### src/sv/ptb_pkg.sv
`default_nettype none
package ptb_pkg;

  localparam int unsigned COORD_WIDTH_DEF = 16;
  localparam int unsigned FRAC_BITS_DEF   = 28;
  localparam int unsigned OUT_WIDTH       = 32;
  localparam int unsigned FRONT_STAGES    = 5;
  // front stages, one divider cell per quotient bit, output register
  localparam int unsigned PIPE_LAT        = FRONT_STAGES + OUT_WIDTH + 1;

  typedef struct packed {
    logic in_tri;
    logic degen;
    logic neg_u;
    logic neg_v;
  } ptb_flags_t;

endpackage
`default_nettype wire

### src/sv/ptb_div_cell.sv
`default_nettype none
module ptb_div_cell import ptb_pkg::*; #(
  parameter int unsigned RW    = 105,
  parameter int unsigned DENW  = 72,
  parameter int unsigned SHIFT = 0
) (
  input  wire logic                 clk_i,
  input  wire logic                 rst_ni,
  input  wire logic                 vld_i,
  input  wire ptb_flags_t           flags_i,
  input  wire logic [RW-1:0]        rem_u_i,
  input  wire logic [RW-1:0]        rem_v_i,
  input  wire logic [DENW-1:0]      den_i,
  input  wire logic [OUT_WIDTH-1:0] q_u_i,
  input  wire logic [OUT_WIDTH-1:0] q_v_i,
  output logic                      vld_o,
  output ptb_flags_t                flags_o,
  output logic [RW-1:0]             rem_u_o,
  output logic [RW-1:0]             rem_v_o,
  output logic [DENW-1:0]           den_o,
  output logic [OUT_WIDTH-1:0]      q_u_o,
  output logic [OUT_WIDTH-1:0]      q_v_o
);

  logic [RW-1:0]        trial;
  logic                 ge_u, ge_v;
  logic [RW-1:0]        rem_u_d, rem_v_d;
  logic [OUT_WIDTH-1:0] q_u_d, q_v_d;
  logic                 vld_q;

  // subtract the shifted divisor where it fits, set one quotient bit
  always_comb begin
    trial   = RW'(den_i) << SHIFT;
    ge_u    = rem_u_i >= trial;
    ge_v    = rem_v_i >= trial;
    rem_u_d = ge_u ? rem_u_i - trial : rem_u_i;
    rem_v_d = ge_v ? rem_v_i - trial : rem_v_i;
    q_u_d        = q_u_i;
    q_u_d[SHIFT] = ge_u;
    q_v_d        = q_v_i;
    q_v_d[SHIFT] = ge_v;
  end

  always_ff @(posedge clk_i or negedge rst_ni) begin
    if (!rst_ni) begin
      vld_q <= 1'b0;
    end else begin
      vld_q <= vld_i;
    end
  end

  always_ff @(posedge clk_i) begin
    flags_o <= flags_i;
    rem_u_o <= rem_u_d;
    rem_v_o <= rem_v_d;
    den_o   <= den_i;
    q_u_o   <= q_u_d;
    q_v_o   <= q_v_d;
  end

  assign vld_o = vld_q;

endmodule
`default_nettype wire

### config.mk
export PLATFORM = sky130hd
export DESIGN_NAME = ptb_div_cell
export DESIGN_NICKNAME = d
export VERILOG_FILES = /design/src/sv/ptb_pkg.sv /design/src/sv/ptb_div_cell.sv
export SDC_FILE = /design/constraint.sdc
export NUM_CORES = 1
export LEC_CHECK = 0
export BUFFER_PORTS_ARGS = -buffer_cell sky130_fd_sc_hd__buf_2
export CORE_AREA = 2 2 273 275
export DETAILED_ROUTE_END_ITERATION = 8
export DIE_AREA = 0 0 275 277
export HOLD_SLACK_MARGIN = 0.08
export PLACE_DENSITY_LB_ADDON = 0.12
export SYNTH_ARGS = -nofsm -noshare
export SYNTH_HDL_FRONTEND = slang
export SYNTH_SLANG_ARGS = --single-unit
export TNS_END_PERCENT = 100
### constraint.sdc
create_clock -name clk_i -period 1 [get_ports clk_i]
set_input_delay 0.2 -clock clk_i [delete_from_list [all_inputs] [get_ports clk_i]]
set_output_delay 0.2 -clock clk_i [all_outputs]
set_load 0.02 [all_outputs]
== Word-level counts from Yosys, hierarchy flattened ==
Cells that the tools add are included.
Operators by class
  add/sub/neg operators: 2
  $lt $le $gt $ge: 2
  multiplexer cells: 2
Operator list (count)
  >= comparator 105 x 72 -> 1 bit: 2
  two-way mux 105 bit: 2
  subtractor 105 x 72 -> 105 bit: 2
Storage, ports and cells
  bits in registers: 351
  bits of input ports: 353
  output and inout port bits: 351

== Depth between registers and ports, before layout ==
  depth after elaboration: 2
  mapped depth: 15
  mapped depth without buffers: 13

== Worst setup path after synthesis ==
No wires, ideal clock.
  path kind: input port to flip-flop
  start point: input den_i[11]
  end point: register rem_v_o[40]
  arrival time: 2935 ps
  required time: 879 ps
  setup slack: -2056 ps
  stages on the path: 12
  path through: inv_1 > ha_1 > clkbuf_1 > and4_1 > nor3b_1 > o311ai_0 > a31o_2 > a221o_1 > nand3_2 > clkbuf_1 > buf_2 > mux2_2
Between the ends
  longest elaborated chain between the ends: 2
  elaborated cells on any way between the ends: 3
  classes of those cells: 1 x add/sub; 1 x order compare; 1 x mux
RTL lines
  from (decl): line ptb_div_cell.sv:13  | input wire logic [DENW-1:0] den_i,
  subtractor 105 x 72 -> 105 bit or >= comparator 105 x 72 -> 1 bit (tied branches): line ptb_div_cell.sv:37, ptb_div_cell.sv:35
  two-way mux 105 bit *: line ptb_div_cell.sv:37  | rem_v_d = ge_v ? rem_v_i - trial : rem_v_i;
  via rem_v_d[40]: line ptb_div_cell.sv:27  | logic [RW-1:0] rem_u_d, rem_v_d;
  to (signal assigned): line ptb_div_cell.sv:55  | rem_v_o <= rem_v_d;
  to (decl): line ptb_div_cell.sv:19  | output logic [RW-1:0] rem_v_o,
The timed path passes the listed nets; every way through them passes the cells marked *.

== Worst setup path after layout ==
  start point: input rem_u_i[99]
  end point: register rem_u_o[101]
Between the ends
  longest elaborated chain between the ends: 2
  elaborated cells on any way between the ends: 3
  classes of those cells: 1 x add/sub; 1 x order compare; 1 x mux
RTL lines
  from (decl): line ptb_div_cell.sv:11  | input wire logic [RW-1:0] rem_u_i,
  subtractor 105 x 72 -> 105 bit or >= comparator 105 x 72 -> 1 bit (tied branches): line ptb_div_cell.sv:36, ptb_div_cell.sv:34
  two-way mux 105 bit *: line ptb_div_cell.sv:36  | rem_u_d = ge_u ? rem_u_i - trial : rem_u_i;
  via rem_u_d[101]: line ptb_div_cell.sv:27
  to (signal assigned): line ptb_div_cell.sv:54  | rem_u_o <= rem_u_d;
  to (decl): line ptb_div_cell.sv:18  | output logic [RW-1:0] rem_u_o,
Marks and branches as above.

==> results by group <==
STA
  – Setup repair after global routing missed its margin: true
  – Share of the cycle needed by the critical path after routing: 279%
  – Setup ws final: -1.79 ns
  – Final slew viol count: 0
  – Final worst path period need: roughly 2.8 ns
  – Final number of hold-violating endpoints: 2
  – Hold Slack: -0.110 ns
  – Worst Max-Slew Pin Slew: 0.599 ns
  – Setup violations, final: between 500 and 600
  – Max Clock Freq: 359 MHz
  – Slew HR: 59.7%
  – Setup Total Neg Slack: -432.62 ns

Yosys
  – Area leader, netlist: dfxtp_1
  – Most used standard cells in the synthesized netlist: dfxtp_1 (350), a21oi_1 (260), nand2_1 (256)
  – Number of unique standard cell types used by synthesis: 84
  – Post-Syn Instances: 2,520
  – Most frequently used cell type in the post-synthesis netlist: dfxtp_1
  – Synth warnings: 0
  – Share of the yosys chip area belonging to registers: around 35%
  – Count of state elements after synthesis: around 350
  – Cell area after synthesis: between 20,000 and 25,000 um^2
  – Syn Area/Cell: between 8 and 9 um^2
  – Largest cells by area after synthesis: dfxtp_1 (34%), ha_1 (8.9%), a21oi_1 (6.4%)
  – Area share of the leading cell type in the synthesized netlist: 34.5%
  – Main flop type after synthesis: dfxtp_1
  – Synth Net Count: 3,019
  – Post-synth EDFFs: 0
  – Fraction of registers with async set or reset after synthesis: 0.285%

Detailed routing
  – Wirelength per Cell: about 20 um
  – Detailed-route wire length: 111 mm
  – Detail-routed via count per cell: roughly 4.8
  – DRC Markers: 0
  – Final antenna-violating net count: 0
  – DR vias: 26,400
  – 1st-pass router iterations: 7
  – Iteration-0 DRC Markers: ~1,500

Cells and area
  – Final cell count without fillers: between 5,000 and 6,000
  – Layout net count: 5,014
  – Area of all placed cells without fillers: approximately 40,000 um^2
  – Ratio of cells with drive above 1 in the final layout: ~48%
  – Final cell utilization of the core: 54.4%
  – Synth-to-layout area growth: 97.0%

Floorplanning
  – Row count: 100
  – Floorplan die area: between 70,000 and 80,000 um^2
  – Ports placed on the boundary: ~700
  – Y dimension of the die: 277 um
  – Initial Util: 27.6%
  – Core Region: 73,600 um^2
  – Overall die width: 275 um

Clocking
  – Maximum root-to-sink buffer count: 3
  – Root buffer cell: clkbuf_16
  – TritonCTS clock tree: done
  – Number of sinks on the clock net: 351
  – Register clock-pin slew on the reported worst setup and hold paths: 0.06 ns
  – CTS H-Tree Depth: 2
  – Clock buffers created by TritonCTS: 41

Setup path
  – Data required time of the worst path: around 1.5 ns
  – Critical setup path kind: in -> reg
  – Category of the worst setup path capture point: flop
  – Critical Path Source: rem_u_i[99]
  – Endpoint arrival time on the critical path: about 3.2 ns
  – Termination of the worst setup path: rem_u_o[101]
  – CP max FO: 7
  – Critical Path Start Type: primary input

Power
  – Total power density per cell area: 1330 nW/um^2
  – Worst IR drop on VDD: 1.59 mV
  – Leakage: 18.6 nW

Global route
  – Via count of the first global-routing pass: between 20,000 and 30,000
  – Pin count of the biggest net entering global routing: 32
  – Antenna violations before repair: 12
  – Overflow after GRT: 0
  – Wire length of the first global-routing pass: 163 mm
  – Total GRT Usage: about 28%

Placement
  – DPL Wire Length: 89.8 mm
  – Number of cells in the design after placement: around 5,000
  – Total cell area at the placement stage: 32,800 um^2
  – # port buffers: between 700 and 800
  – Placer congestion estimate: approximately 0.93
  – Setup WS pre-CTS: -2.60 ns

Run
  – Max-Cap Viols: 0

Worst hold path
  – Instance count along the most critical hold path: 2
  – Worst hold path type: in -> reg

Outcome
  – Outcome: finished with violations
  – Violations in the final reports: negative hold slack, negative setup slack
cells by family after synthesis:
family / share of synthesized area (%)
AOI/OAI and AO/OA: 22.3
xor gates and xnor gates: 8.53
adders and majority gates: 9.06
buffers and inverters: 4.48
DFF: 34.6
muxes: 1.06
and+or+nand+nor: 20.0
state kept, by name, indices dropped and copies added, names as in the netlist:
signal	flops
q_v_o	32
rem_v_o	105
flags_o	4
vld_o	1
q_u_o	32
den_o	72
rem_u_o	105
power breakdown:
| group | total [W] | internal (W) | switching, W |
|---|---|---|---|
| Combinational | 0.0212 | 0.00999 | 0.0112 |
| Clock | 0.0156 | 0.00916 | 0.00640 |
| Sequential | 0.0165 | 0.0158 | 0.000691 |
| Total | 0.0533 | 0.0350 | 0.0183 |
how the worst min path moves through the flow:
stage                          from   endpoint  slack (ns)
final                      den_i[0]   den_o[0]       -0.11
after global routing       den_i[0]   den_o[0]       -0.13
after CTS                 den_i[35]  den_o[35]       -0.25
after detailed placement     rst_ni      vld_o       -0.02
after global placement       rst_ni      vld_o       -0.03
after floorplan              rst_ni      vld_o        -0.1
stage by stage:
stage	total power [W]	hold WS [ns]
2_1_floorplan	0.0258	-0.0956
6_report	0.0533	-0.110
3_5_place_dp	0.0357	-0.0230
4_1_cts	0.0531	-0.255
5_1_grt	0.0557	-0.131
3_3_place_gp	0.0357	-0.0255
worst max-delay path, stage by stage:
cell	delay, ns
buf_6	0.10
or3_4	0.40
or3_4	0.36
or3_4	0.36
or4_4	0.53
a211o_1	0.33
nor2_4	0.31
inv_6	0.07
buf_6	0.16
nand4_1	0.18
nor3_2	0.08
xor2_1	0.14
per-layer routing:
layer / vias to the layer above / share of wire [%] / global-route usage [%]
met4: 6 / 2.8 / 7.93
met1: 12500 / 43 / 34.9
li1: 13000 / - / -
met3: 157 / 4.3 / 3.49
met5: - / 0.031 / 0
met2: 707 / 50 / 49.9
layout by cell type (no fill, tap or decap), drive strengths merged, types with 17 or more instances in the layout:
cell type / instances
buf: 1712
dfxtp: 350
dlygate4sd3: 348
a21oi: 260
nand2: 256
nor2: 221
o21ai: 190
ha: 144
inv: 117
xnor2: 103
xor2: 95
nand4: 79
clkbuf: 57
a21o: 53
nor3: 52
o21bai: 37
nand3: 37
nor4: 35
o21a: 34
or3: 28
a31oi: 25
o211ai: 22
nand2b: 21
a21boi: 19
mux2: 18
and3: 17
layout make-up:
cell class                      count  area, um^2
Fill cell                        6939       33500
Timing Repair Buffer             2061       15300
Multi-Input combinational cell   1940       14600
Sequential cell                   351        7030
Tap cell                          969        1210
Clock buffer                       56        1190
Inverter                          120         551
Clock inverter                     16         183
Antenna cell                        4        10.0
what timing repair did:
action | 4_1_cts | 5_1_grt
hold endpoints to repair | 347 | 7
cloned | 8 | 0
hold buffers | 343 | 5
gates resized for setup | 222 | 159
buffers inserted | 55 | 11
endpoints found under the setup margin | 563 | 563
pin swaps | 68 | 50
No activity file was read; power rests on OpenSTA's default activity.
